<file path="config.mk">
export PLATFORM = sky130hd
export DESIGN_NAME = uart_packet_deframer_core_flat
export DESIGN_NICKNAME = d
export VERILOG_FILES = /design/src/rtl/upd_pkg.sv /design/src/rtl/upd_in_if.sv /design/src/rtl/upd_out_if.sv /design/src/rtl/upd_cfg_if.sv /design/src/rtl/upd_ctrl.sv /design/src/rtl/upd_datapath.sv /design/src/rtl/uart_packet_deframer_core.sv /design/src/flat_wrapper.sv
export VERILOG_INCLUDE_DIRS = /design/src /design/src/rtl
export SDC_FILE = /design/constraint.sdc
export NUM_CORES = 1
export LEC_CHECK = 0
export BUFFER_PORTS_ARGS = -buffer_cell sky130_fd_sc_hd__buf_4
export CAP_MARGIN = 20
export CORE_MARGIN = 2
export CORE_UTILIZATION = 57
export DETAILED_ROUTE_END_ITERATION = 10
export PLACE_DENSITY = 0.75
export SYNTH_ARGS = -nofsm -noshare
export SYNTH_HDL_FRONTEND = slang
export SYNTH_SLANG_ARGS = --single-unit
</file>
<file path="constraint.sdc">
create_clock -name clk -period 4 [get_ports clk]
set_clock_uncertainty 0.2 [all_clocks]
set_input_delay 0.4 -clock clk [delete_from_list [all_inputs] [get_ports clk]]
set_output_delay 0.4 -clock clk [all_outputs]
set_load 0.01 [all_outputs]
</file>
<file path="src/rtl/uart_packet_deframer_core_defines.svh">
// ---------------------------------------------------------------------------
// uart packet deframer assertion macros
// shared property forms used by the top level checks
// ---------------------------------------------------------------------------
`ifndef UART_PACKET_DEFRAMER_CORE_DEFINES_SVH
`define UART_PACKET_DEFRAMER_CORE_DEFINES_SVH

// same-cycle implication, clocked on clk, off during reset
`define UPD_ASSERT_SAME(name, pre, post) \
  name: assert property (@(posedge clk) disable iff (rst) (pre) |-> (post)) \
    else $error("upd same-cycle check failed");

// next-cycle implication, clocked on clk, off during reset
`define UPD_ASSERT_NEXT(name, pre, post) \
  name: assert property (@(posedge clk) disable iff (rst) (pre) |=> (post)) \
    else $error("upd next-cycle check failed");

`endif

</file>
<file path="src/rtl/upd_pkg.sv">
// ---------------------------------------------------------------------------
// upd_pkg
// constants, state and control types for the uart packet deframer
// ---------------------------------------------------------------------------
`timescale 1ns / 1ps
`default_nettype none

package upd_pkg;

  localparam int BUF_SIZE = 64;
  localparam int IDX_W    = $clog2(BUF_SIZE);
  localparam int CNT_W    = IDX_W + 1;
  localparam int CMP_W    = (CNT_W > 8) ? CNT_W : 8;

  localparam logic [7:0] START_CODE_RST = 8'h53;

  localparam logic OP_BYTE  = 1'b0;
  localparam logic OP_ERROR = 1'b1;

  localparam logic STATUS_GOOD = 1'b0;
  localparam logic STATUS_BAD  = 1'b1;

  typedef enum logic [1:0] {
    ST_IDLE,
    ST_SINGLE,
    ST_READ,
    ST_LOAD
  } upd_state_t;

  typedef struct packed {
    logic in_ready;
    logic accept_byte;
    logic line_err;
    logic rd_issue;
    logic load_payload;
    logic load_single;
  } upd_cmd_t;

  typedef struct packed {
    logic complete;
    logic single;
    logic rd_last;
    logic out_free;
  } upd_sts_t;

endpackage

`default_nettype wire

</file>
<file path="src/rtl/upd_in_if.sv">
// ---------------------------------------------------------------------------
// upd_in_if
// receive event channel: op and received byte
// ---------------------------------------------------------------------------
`timescale 1ns / 1ps
`default_nettype none

interface upd_in_if;
  logic       valid;
  logic       ready;
  logic       op;
  logic [7:0] rx_byte;

  modport source (output valid, output op, output rx_byte, input ready);
  modport sink (input valid, input op, input rx_byte, output ready);
endinterface

`default_nettype wire

</file>
<file path="src/rtl/upd_out_if.sv">
// ---------------------------------------------------------------------------
// upd_out_if
// result channel: payload byte with status and last mark
// ---------------------------------------------------------------------------
`timescale 1ns / 1ps
`default_nettype none

interface upd_out_if;
  logic       valid;
  logic       ready;
  logic [7:0] payload_byte;
  logic       has_data;
  logic       status;
  logic       last;

  modport source (output valid, output payload_byte, output has_data,
                  output status, output last, input ready);
  modport sink (input valid, input payload_byte, input has_data,
                input status, input last, output ready);
endinterface

`default_nettype wire

</file>
<file path="src/rtl/upd_cfg_if.sv">
// ---------------------------------------------------------------------------
// upd_cfg_if
// configuration write channel for the start code register
// ---------------------------------------------------------------------------
`timescale 1ns / 1ps
`default_nettype none

interface upd_cfg_if;
  logic       valid;
  logic       ready;
  logic [7:0] data;

  modport source (output valid, output data, input ready);
  modport sink (input valid, input data, output ready);
endinterface

`default_nettype wire

</file>
<file path="src/rtl/upd_ctrl.sv">
// ---------------------------------------------------------------------------
// upd_ctrl
// frame controller: byte intake, result sequencing from the frame store
// ---------------------------------------------------------------------------
`timescale 1ns / 1ps
`default_nettype none

module upd_ctrl (
  input  wire logic             clk,
  input  wire logic             rst,
  input  wire logic             in_valid,
  input  wire logic             in_op,
  input  wire upd_pkg::upd_sts_t sts,
  output upd_pkg::upd_cmd_t     cmd
);

  upd_pkg::upd_state_t state;
  upd_pkg::upd_state_t state_next;

  always_ff @(posedge clk) begin
    if (rst) begin
      state <= upd_pkg::ST_IDLE;
    end else begin
      state <= state_next;
    end
  end

  always_comb begin
    state_next = state;
    cmd        = '0;
    unique case (state)
      upd_pkg::ST_IDLE: begin
        cmd.in_ready    = 1'b1;
        cmd.accept_byte = in_valid && (in_op == upd_pkg::OP_BYTE);
        cmd.line_err    = in_valid && (in_op == upd_pkg::OP_ERROR);
        if (cmd.accept_byte && sts.complete) begin
          state_next = sts.single ? upd_pkg::ST_SINGLE : upd_pkg::ST_READ;
        end
      end
      upd_pkg::ST_SINGLE: begin
        if (sts.out_free) begin
          cmd.load_single = 1'b1;
          state_next      = upd_pkg::ST_IDLE;
        end
      end
      upd_pkg::ST_READ: begin
        cmd.rd_issue = 1'b1;
        state_next   = upd_pkg::ST_LOAD;
      end
      upd_pkg::ST_LOAD: begin
        if (sts.out_free) begin
          cmd.load_payload = 1'b1;
          state_next       = sts.rd_last ? upd_pkg::ST_IDLE : upd_pkg::ST_READ;
        end
      end
      default: begin
        state_next = upd_pkg::ST_IDLE;
      end
    endcase
  end

endmodule

`default_nettype wire

</file>
<file path="src/rtl/upd_datapath.sv">
// ---------------------------------------------------------------------------
// upd_datapath
// frame store, count, length, checksum, start code and result register
// ---------------------------------------------------------------------------
`timescale 1ns / 1ps
`default_nettype none

module upd_datapath (
  input  wire logic              clk,
  input  wire logic              rst,
  input  wire upd_pkg::upd_cmd_t cmd,
  input  wire logic [7:0]        rx_byte,
  upd_cfg_if.sink                cfg,
  upd_out_if.source              dout,
  output upd_pkg::upd_sts_t      sts
);

  logic [7:0]                  frame_store [upd_pkg::BUF_SIZE];
  logic [upd_pkg::CNT_W-1:0]   byte_count;
  logic [7:0]                  frame_length;
  logic [7:0]                  running_sum;
  logic [7:0]                  start_code;
  logic [upd_pkg::IDX_W-1:0]   rd_idx;
  logic [7:0]                  rd_data;
  logic                        sum_bad;

  logic                        out_valid;
  logic [7:0]                  out_byte;
  logic                        out_has;
  logic                        out_status;
  logic                        out_last;

  logic [7:0]                  sum_before;
  logic [upd_pkg::CNT_W-1:0]   cnt_inc;
  logic [upd_pkg::CMP_W-1:0]   cnt_ext;
  logic [upd_pkg::CMP_W-1:0]   len_ext;
  logic                        start_bad;
  logic                        complete;
  logic                        wrap;
  logic                        mismatch;

  always_comb begin
    sum_before = (byte_count == '0) ? 8'd0 : running_sum;
    cnt_inc    = byte_count + 1'b1;
    cnt_ext    = upd_pkg::CMP_W'(cnt_inc);
    len_ext    = upd_pkg::CMP_W'(frame_length);
    start_bad  = (byte_count == '0) && (rx_byte != start_code);
    complete   = (cnt_ext > upd_pkg::CMP_W'(2)) && (cnt_ext == len_ext);
    wrap       = cnt_inc == upd_pkg::CNT_W'(upd_pkg::BUF_SIZE);
    mismatch   = sum_before != rx_byte;
  end

  assign sts.complete = complete;
  assign sts.single   = mismatch || (frame_length == 8'd3);
  assign sts.rd_last  = (upd_pkg::CMP_W'(rd_idx) + upd_pkg::CMP_W'(2)) == len_ext;
  assign sts.out_free = !out_valid || dout.ready;

  assign cfg.ready = 1'b1;

  // frame store
  always_ff @(posedge clk) begin
    if (cmd.accept_byte) begin
      frame_store[byte_count[upd_pkg::IDX_W-1:0]] <= rx_byte;
    end
    if (cmd.rd_issue) begin
      rd_data <= frame_store[rd_idx];
    end
  end

  always_ff @(posedge clk) begin
    if (rst) begin
      byte_count   <= '0;
      frame_length <= '0;
      running_sum  <= '0;
      start_code   <= upd_pkg::START_CODE_RST;
      rd_idx       <= upd_pkg::IDX_W'(2);
    end else begin
      if (cfg.valid) begin
        start_code <= cfg.data;
      end
      if (cmd.line_err) begin
        byte_count  <= '0;
        running_sum <= '0;
      end else if (cmd.accept_byte) begin
        if (cnt_inc == upd_pkg::CNT_W'(2)) begin
          frame_length <= rx_byte;
        end
        if (start_bad || complete || wrap) begin
          byte_count  <= '0;
          running_sum <= '0;
        end else begin
          byte_count  <= cnt_inc;
          running_sum <= sum_before + rx_byte;
        end
        if (complete) begin
          rd_idx <= upd_pkg::IDX_W'(2);
        end
      end
      if (cmd.load_payload) begin
        rd_idx <= rd_idx + 1'b1;
      end
    end
  end

  always_ff @(posedge clk) begin
    if (cmd.accept_byte && complete) begin
      sum_bad <= mismatch;
    end
  end

  // result register
  always_ff @(posedge clk) begin
    if (rst) begin
      out_valid <= 1'b0;
    end else if (cmd.load_payload || cmd.load_single) begin
      out_valid <= 1'b1;
    end else if (dout.ready) begin
      out_valid <= 1'b0;
    end
  end

  always_ff @(posedge clk) begin
    if (cmd.load_payload) begin
      out_byte   <= rd_data;
      out_has    <= 1'b1;
      out_status <= upd_pkg::STATUS_GOOD;
      out_last   <= sts.rd_last;
    end else if (cmd.load_single) begin
      out_byte   <= 8'd0;
      out_has    <= 1'b0;
      out_status <= sum_bad ? upd_pkg::STATUS_BAD : upd_pkg::STATUS_GOOD;
      out_last   <= 1'b1;
    end
  end

  assign dout.valid        = out_valid;
  assign dout.payload_byte = out_byte;
  assign dout.has_data     = out_has;
  assign dout.status       = out_status;
  assign dout.last         = out_last;

endmodule

`default_nettype wire

</file>
<file path="src/rtl/uart_packet_deframer_core.sv">
// ---------------------------------------------------------------------------
// uart_packet_deframer_core
// start / length / checksum packet deframer on uart receive events
// ---------------------------------------------------------------------------
// din carries receive events: op 0 is a received byte, op 1 a line error
// that drops the partial frame. dout carries results, cfg writes the start
// code. every channel moves one transfer when valid and ready are high.
// a byte that does not complete a frame gives no result.
// the completing byte gives one result (checksum failure or empty payload)
// through the result register, or its payload bytes read back from the
// 64-entry frame store, one at a time through a read state and a load state
// while dout is ready, at a pace bounded by the single store read port; din
// is held off for the whole read-out and taken again once the last result is
// loaded, while that result still waits.
// a stall on dout holds the result register and pauses the read-out.
// reset (rst, synchronous) clears the frame count, length, checksum and the
// result valid flag and sets the start code to 'S'; the store is not cleared.
// ---------------------------------------------------------------------------
`timescale 1ns / 1ps
`default_nettype none
`include "uart_packet_deframer_core_defines.svh"

module uart_packet_deframer_core (
  input wire logic  clk,
  input wire logic  rst,
  upd_in_if.sink    din,
  upd_out_if.source dout,
  upd_cfg_if.sink   cfg
);

  upd_pkg::upd_cmd_t cmd;
  upd_pkg::upd_sts_t sts;

  assign din.ready = cmd.in_ready;

  upd_ctrl u_ctrl (
    .clk      (clk),
    .rst      (rst),
    .in_valid (din.valid),
    .in_op    (din.op),
    .sts      (sts),
    .cmd      (cmd)
  );

  upd_datapath u_datapath (
    .clk     (clk),
    .rst     (rst),
    .cmd     (cmd),
    .rx_byte (din.rx_byte),
    .cfg     (cfg),
    .dout    (dout),
    .sts     (sts)
  );

  `UPD_ASSERT_SAME(a_load_into_free, cmd.load_payload || cmd.load_single, sts.out_free)
  `UPD_ASSERT_NEXT(a_complete_holds_din, cmd.accept_byte && sts.complete, !din.ready)
  `UPD_ASSERT_NEXT(a_single_is_last, cmd.load_single, dout.valid && dout.last && !dout.has_data)

endmodule

`default_nettype wire

</file>
<file path="src/flat_wrapper.sv">
// flat-port wrapper written by rule: the top's interface ports become plain ports
module uart_packet_deframer_core_flat 
  (clk, rst, din_valid, din_op, din_rx_byte, din_ready, dout_valid, dout_payload_byte, dout_has_data, dout_status, dout_last, dout_ready, cfg_valid, cfg_data, cfg_ready);
  upd_in_if din_i ();
  upd_out_if dout_i ();
  upd_cfg_if cfg_i ();
  input wire logic clk;
  input wire logic rst;
  input wire logic [$bits(din_i.valid)-1:0] din_valid;
  input wire logic [$bits(din_i.op)-1:0] din_op;
  input wire logic [$bits(din_i.rx_byte)-1:0] din_rx_byte;
  output wire logic [$bits(din_i.ready)-1:0] din_ready;
  output wire logic [$bits(dout_i.valid)-1:0] dout_valid;
  output wire logic [$bits(dout_i.payload_byte)-1:0] dout_payload_byte;
  output wire logic [$bits(dout_i.has_data)-1:0] dout_has_data;
  output wire logic [$bits(dout_i.status)-1:0] dout_status;
  output wire logic [$bits(dout_i.last)-1:0] dout_last;
  input wire logic [$bits(dout_i.ready)-1:0] dout_ready;
  input wire logic [$bits(cfg_i.valid)-1:0] cfg_valid;
  input wire logic [$bits(cfg_i.data)-1:0] cfg_data;
  output wire logic [$bits(cfg_i.ready)-1:0] cfg_ready;
  assign din_i.valid = din_valid;
  assign din_i.op = din_op;
  assign din_i.rx_byte = din_rx_byte;
  assign din_ready = din_i.ready;
  assign dout_valid = dout_i.valid;
  assign dout_payload_byte = dout_i.payload_byte;
  assign dout_has_data = dout_i.has_data;
  assign dout_status = dout_i.status;
  assign dout_last = dout_i.last;
  assign dout_i.ready = dout_ready;
  assign cfg_i.valid = cfg_valid;
  assign cfg_i.data = cfg_data;
  assign cfg_ready = cfg_i.ready;
  uart_packet_deframer_core u_core (.clk(clk), .rst(rst), .din(din_i), .dout(dout_i), .cfg(cfg_i));
endmodule
</file>
### Yosys cells after proc, flatten, opt, wreduce, memory -nomap -nowiden

Memories as Yosys holds them, arrays and structs flattened. A register that Yosys moved wholly into a read port is not among the register bits.
Index checks and enable logic that the tools add are counted.

* bits in registers: 52
* memory bits (writable): 512
* input bits: 22
* output and inout bits: 14
* logic and storage cells: 83
* memories: 1

* $add $sub $neg: 4
* order comparisons: 1
* equal/unequal tests: 14
* mux-type cells: 27
* bitwise logic cells: 2
* reductions and logical operators: 22

Memory list
* u_core.u_datapath.frame_store: words 64, width 8, rd ports 1, clocked after memory_dff 1, wr ports 1, RTL line upd_datapath.sv:18 `logic [7:0] frame_store [upd_pkg::BUF_SIZE];`

Operator list (number)
* 2-to-1 mux 8 bit: 4
* 2-to-1 mux 6 bit: 4
* equality test 7 x 8 -> 1 bit: 2
* inequality test 8 bit: 2
* 2-to-1 mux 1 bit: 11
* 2-to-1 mux 2 bit: 5
* AND reduction 3 bit: 3
* adder 8 bit: 1
* equality test 8 x 2 -> 1 bit (second input constant): 1
* one-hot mux 2 bit (4 select lines): 1
* nonzero test 2 bit: 4
* adder 6 x 2 -> 7 bit (second input constant): 1
* adder 7 x 1 -> 7 bit (second input constant): 1
* equality test 7 x 2 -> 1 bit (second input constant): 1
* equality test 7 bit (second input constant): 1
* greater-than comparator 7 x 2 -> 1 bit (second input constant): 1
* zero test 7 bit: 1
* 2-to-1 mux 7 bit: 1
* adder 6 x 1 -> 6 bit (second input constant): 1
* logical AND 1 bit: 6
* logical OR 1 bit: 5
* equality test 2 bit (second input constant): 2
* inequality test 2 x 1 -> 1 bit (second input constant): 2
* inequality test 2 bit (second input constant): 2
* 6 further kinds: 7

### Logic depth before layout (Yosys ltp)

* depth in word-level cells: 7
* mapped depth: 16
* depth with buffers taken out: 14

### By module

Synthesis repeated with hierarchy kept, for this count alone.

* cells, all modules: 1373
* area, all modules: 23258.6 sq um

Modules (own cells, without submodules)
* upd_datapath: instances 1, cells each 1355, area an instance 23127.2 sq um, seq. area each 16716.0 sq um
* upd_ctrl: instances 1, cells each 18, area an instance 131.4 sq um, seq. area each 40.0 sq um

### Least setup slack after synthesis

OpenSTA, ideal clock, no wires.

* path type: register to register
* start: register u_core.u_datapath.byte_count[5] (netlist name)
* end: register u_core.u_datapath.running_sum[6]
* setup time: 0.128 ns
* arrival: 3.119 ns
* data required time: 3.672 ns
* path slack: 0.553 ns
* cell stages (with the launch flop): 16
* path buffers: 3
* period minus slack after synthesis: 3.447 ns
* cells stage by stage: dfxtp_1 clkbuf_1 or3_1 clkbuf_1 or4_1 clkbuf_1 and2_1 ha_1 fa_1 a21o_1 a21oi_1 o21bai_1 a21oi_1 xnor2_1 a22oi_1 nor2_1

* word-level cells in the longest chain between the ends: 6
* elaborated cells between the ends (all ways): 12
* classes of those cells: add/sub: 2; order compare: 1; eq/ne: 2; mux: 2; reduce/logical: 5

RTL lines
* from (decl): RTL line upd_datapath.sv:19 `logic [upd_pkg::CNT_W-1:0] byte_count;`
* from (signal assigned): RTL line upd_datapath.sv:92 `byte_count <= cnt_inc;`
* adder 7 x 1 -> 7 bit: RTL line upd_datapath.sv:44 `cnt_inc = byte_count + 1'b1;`
* greater-than comparator 7 x 2 -> 1 bit or equality test 7 x 8 -> 1 bit (tied branches): RTL line upd_datapath.sv:48 `complete = (cnt_ext > upd_pkg::CMP_W'(2)) && (cnt_ext == len_ext);`
* logical AND 1 bit: RTL line upd_datapath.sv:48
* logical OR 1 bit (2 in a row): RTL line upd_datapath.sv:88 `if (start_bad || complete || wrap) begin`
* 2-to-1 mux 8 bit (*): RTL line upd_datapath.sv:88
* to (signal assigned): RTL line upd_datapath.sv:93 `running_sum <= sum_before + rx_byte;`
* to (decl): RTL line upd_datapath.sv:21 `logic [7:0] running_sum;`

Every way passes the cells marked *; elsewhere a longest branch is shown, timed or not.
A chain may end at the register's enable or synchronous reset.

### Worst setup path in the final report

* start: register u_core.u_datapath.byte_count[0] (netlist name)
* end: register u_core.u_ctrl.state[0]

* word-level cells in the longest chain between the ends: 7
* elaborated cells between the ends (all ways): 14
* classes of those cells: add/sub: 1; order compare: 1; eq/ne: 3; mux: 4; reduce/logical: 5

RTL lines
* zero test 7 bit: RTL line upd_datapath.sv:43 `sum_before = (byte_count == '0) ? 8'd0 : running_sum;`
* 2-to-1 mux 8 bit: RTL line upd_datapath.sv:43
* inequality test 8 bit: RTL line upd_datapath.sv:50 `mismatch = sum_before != rx_byte;`
* net u_core.u_datapath.mismatch: RTL line upd_datapath.sv:40 `logic mismatch;`
* logical OR 1 bit: RTL line upd_datapath.sv:54 `assign sts.single = mismatch || (frame_length == 8'd3);`
* 2-to-1 mux 2 bit: RTL line upd_ctrl.sv:37 `state_next = sts.single ? upd_pkg::ST_SINGLE : upd_pkg::ST_READ;`
* 2-to-1 mux 2 bit: RTL line upd_ctrl.sv:36 `if (cmd.accept_byte && sts.complete) begin`
* one-hot mux 2 bit (4 select lines): RTL line upd_ctrl.sv:31 `unique case (state)`
* to (signal assigned): RTL line upd_ctrl.sv:22 `state <= upd_pkg::ST_IDLE;`
* to (signal assigned): RTL line upd_ctrl.sv:24 `state <= state_next;`
* to (decl): RTL line upd_ctrl.sv:17 `upd_pkg::upd_state_t state;`

The timed path passes the listed nets, and every way through them passes these cells. The select of a mux whose other input is x is not followed.

==> flow_metrics.env <==
export IMPL_status="completed"
export IMPL_max_slew_margin_pct=41.87
export IMPL_dp_final_hpwl_um=31180
export IMPL_hold_depth=3
export IMPL_reg2reg_slack_ps=270
export IMPL_ys_warn_count=0
export IMPL_io_buffers=34
export IMPL_cp_end_kind="flop"
export IMPL_grt_pass1_vias=12380
export IMPL_initial_core_util_pct=57.78
export IMPL_crit_path_top_delay_cell="or4_1"
export IMPL_hold_end="u_core.u_datapath.byte_count[5]$_SDFFE_PP0P_"
export IMPL_crit_path_cell_trace="inv_1, ha_1, inv_1, or4_1, and2_1, ha_1, nor4_1, nand3_1, a21oi_1, nand3b_1, a211oi_1, dlygate4sd3_1"
export IMPL_syn_num_nets=1319
export IMPL_worst_slack_ps=272.5
export IMPL_cp_required_ps=4290
export IMPL_die_area_um2=41900
export IMPL_overflow=0
export IMPL_fill_cells=2582
export IMPL_crit_type="flop to flop"
export IMPL_diodes=0
export IMPL_synth_xor_area_share_pct=1.183
export IMPL_antenna_found_initial=1
export IMPL_crit_path_start_kind="flop"
export IMPL_synth_cell_types=54
export IMPL_dr_wl_met3_um=3764
export IMPL_drt_pass1_iter_count=5
export IMPL_drc=0
export IMPL_power_total_uw=11940
export IMPL_grt_usage_pct=25.20
export IMPL_synth_simple_area_share_pct=4.753
export IMPL_hold_viol=0
export IMPL_tightest_slew_ps=868.7
export IMPL_grt_pass1_wl_um=76670
export IMPL_synthAdderAreaFrac_pct=0.7957
export IMPL_cts_root_buffer="clkbuf_16"
export IMPL_wl_met1_um=20620
export IMPL_final_nets=1444
export IMPL_ctsHoldBuffers=27
export IMPL_synthesis_area_um2=22960
export IMPL_finalMaxSlewViolations=0
export IMPL_place_ws_ps=426.2
export IMPL_cts_sinks=572
export IMPL_grt_max_degree=67
export IMPL_synth_edf_count=530
export IMPL_ir_worst_vdd_mv=0.3185
export IMPL_synth_compound_area_share_pct=4.158
export IMPL_wire_per_inst_um=25.74
export IMPL_finalWirelength_um=50920
export IMPL_critPathMaxStageDelay_ps=600
export IMPL_yosys_most_used_dff="edfxtp_1"
export IMPL_cp_num_buf_inv=3
export IMPL_worstSkewPairLatency_ps=610
export IMPL_path_clk_slew_ps=60
export IMPL_top_layer="met5"
export IMPL_die_width_um=204.7
export IMPL_reg2reg_depth=12
export IMPL_synth_top_family_by_area="multiplexers"
export IMPL_finalCritPeriodShare_pct=93.19
export IMPL_gp_congestion=0.8654
export IMPL_fin_tns_setup_ps=0
export IMPL_detail_route_antenna_nets=0
export IMPL_vias_per_cell=6.224
export IMPL_seq_area_frac_synth_pct=72.99
export IMPL_drv_cap=0
export IMPL_post_cts_buffers=0
export IMPL_r2r_start="u_core.u_datapath.byte_count[0]$_SDFFE_PP0P_"
export IMPL_cts_buffers=55
export IMPL_htreeDepth=2
export IMPL_post_route_util_pct=66.22
export IMPL_hp_start="din_valid"
export IMPL_cp_top_family="simple AND/OR/NAND/NOR gates"
export IMPL_clock_path_buffers=3
export IMPL_wl_met2_um=24660
export IMPL_synth_area_mux_share_pct=14.48
export IMPL_cts_tree="done"
export IMPL_drtIter0Drc=1277
export IMPL_die_y_um=204.7
export IMPL_power_per_cell_area_nw_per_um2=453.9
export IMPL_max_freq_mhz=268.3
export IMPL_syn_avg_cell_area_um2=17.89
export IMPL_synth_seq_cells=572
export IMPL_syn_to_final_growth_pct=14.61
export IMPL_io_pins=36
export IMPL_vias=12310
export IMPL_setup_viol_count_final=0
export IMPL_async_flop_share_pct=0
export IMPL_min_period_ps=3727
export IMPL_cp_max_fo=11
export IMPL_timing_rr_end="u_core.u_ctrl.state[0]$_SDFFE_PP0P_"
export IMPL_crit_arrival_ps=4020
export IMPL_hold_class="input pin to flop"
export IMPL_row_count=73
export IMPL_leakage_uw=0.008461
export IMPL_coreArea_um2=39730
export IMPL_cts_resized=0
export IMPL_drive_above_1_share_pct=21.54
export IMPL_syn_instance_count=1283
export IMPL_grt_setup_unrepaired="false"
## final cells by class
type                            count  area [um^2]  share of cell area (%)
Multi-Input combinational cell    623         5827                   22.15
Timing Repair Buffer              146         1216                   4.622
Sequential cell                   572        16760                   63.72
Tap cell                          525        656.9                   2.497
Clock inverter                     32        355.3                   1.351
Clock buffer                       70         1454                   5.526
Inverter                           10        37.54                  0.1427
## cells in the mapped netlist (2+ instances only)
cell type	instances	area share, %
nand3_1	19	0.41
o221ai_1	11	0.42
a21oi_1	24	0.52
nor2b_1	9	0.25
and2_1	17	0.46
xnor2_1	12	0.46
a21o_1	2	0.065
inv_1	10	0.16
a22oi_1	8	0.26
nand3b_1	6	0.20
buf_2	20	0.44
a211oi_1	15	0.49
nand4_1	2	0.054
a211o_1	6	0.23
dfxtp_1	42	3.7
a22oi_2	2	0.11
buf_1	7	0.11
nor4_1	5	0.14
a311oi_1	4	0.15
o21ai_0	43	0.94
or3_1	5	0.14
or4_1	4	0.13
clkbuf_1	48	0.78
a31oi_1	6	0.16
nor2_1	101	1.7
nand2b_1	2	0.054
nand2_1	42	0.69
ha_1	13	0.71
xor2_1	19	0.72
nor3_1	13	0.28
o21bai_1	2	0.065
o22ai_1	15	0.41
buf_6	2	0.098
o41ai_1	3	0.11
mux2i_1	89	3.9
edfxtp_1	530	69
mux4_2	108	11
## worst register-to-register path, stage by stage, from the launching register on
cell,delay [ps]
dfxtp_1,420
inv_1,190
ha_1,170
inv_1,50
or4_1,600
and2_1,240
ha_1,310
nor4_1,320
nand3_1,170
a21oi_1,180
nand3b_1,130
a211oi_1,60
dlygate4sd3_1,570
## cells by family after synthesis
| logic type | Yosys count |
|---|---|
| compound gates | 147 |
| xor+xnor | 31 |
| fa+ha+maj | 14 |
| buf+inv | 88 |
| flops | 572 |
| mux | 197 |
| other cells | 1 |
| simple gates | 233 |
## metal layers
metal / up-vias / global-route usage (%)
met2: 567 / 40.15
met4: 2 / 10.04
met1: 6255 / 35.40
li1: 5371 / -
met5: - / 0
met3: 117 / 3.913
## worst max-delay path by stage
stage               cells past startpoint                                             to                                          from  slack [ps]
floorplan                              15  u_core.u_datapath.running_sum[6]$_SDFFE_PP0P_  u_core.u_datapath.byte_count[5]$_SDFFE_PP0P_         550
finish                                 12            u_core.u_ctrl.state[0]$_SDFFE_PP0P_  u_core.u_datapath.byte_count[0]$_SDFFE_PP0P_         270
CTS                                    12            u_core.u_ctrl.state[0]$_SDFFE_PP0P_  u_core.u_datapath.byte_count[0]$_SDFFE_PP0P_         320
global placement                       14  u_core.u_datapath.running_sum[6]$_SDFFE_PP0P_  u_core.u_datapath.byte_count[0]$_SDFFE_PP0P_         460
global route                           12            u_core.u_ctrl.state[0]$_SDFFE_PP0P_  u_core.u_datapath.byte_count[0]$_SDFFE_PP0P_          20
detailed placement                     14  u_core.u_datapath.running_sum[6]$_SDFFE_PP0P_  u_core.u_datapath.byte_count[0]$_SDFFE_PP0P_         430
## cells in the final DEF, fill, tap and decap left out, types with 5 or more instances in the layout
master         synthesis  routed
a211o_1                6       6
dfxtp_1               42      39
o221ai_1              11      11
buf_4                  1     114
or3_1                  5       5
a22oi_1                8       8
and2_1                17      17
a211oi_1              15      15
mux4_2               108     108
o21ai_0               43      43
ha_1                  13      13
clkbuf_1              48      14
clkinv_2               0       6
mux2i_1               89      89
xnor2_1               12      12
nand3_1               19      19
nand2_1               42      42
clkbuf_16              0      56
dlygate4sd3_1          0      28
inv_1                 10      10
nor2_1               101     101
nor4_1                 5       5
o22ai_1               15      15
nor2b_1                9       9
clkinv_1               0      11
nand3b_1               6       6
bufinv_16              0       7
edfxtp_1             530     530
nor3_1                13      13
a31oi_1                6       6
xor2_1                19      19
a21oi_1               24      24
## sequential cells by signal, indices dropped and copies added (netlist names), 2 cells and up
register / count
u_core.u_datapath.dout.payload_byte: 8
u_core.u_datapath.byte_count: 7
u_core.u_datapath.start_code: 8
u_core.u_datapath.rd_data: 8
u_core.u_datapath.rd_idx: 6
u_core.u_datapath.frame_store: 512
u_core.u_datapath.frame_length: 8
u_core.u_ctrl.state: 2
u_core.u_datapath.running_sum: 8
## report_power, final
part / switching, uW / internal, uW / total, uW
clock: 2180 / 3020 / 5210
sequential: 4.59 / 6530 / 6540
combinational: 140 / 57.5 / 198
total: 2330 / 9610 / 11900
## per-stage QoR
step / hold WS (ps) / cells / area [um^2]
4_1_cts: 0.1869 / 1977 / 26300
3_5_place_dp: 242.2 / 1848 / 24220
2_1_floorplan: 245.9 / 1283 / 22960
5_1_grt: 179.1 / 1978 / 26310
3_3_place_gp: 229.4 / 1848 / 24220
6_report: 146.3 / 1978 / 26310
Note: power is estimated with default switching activity, not from simulation.
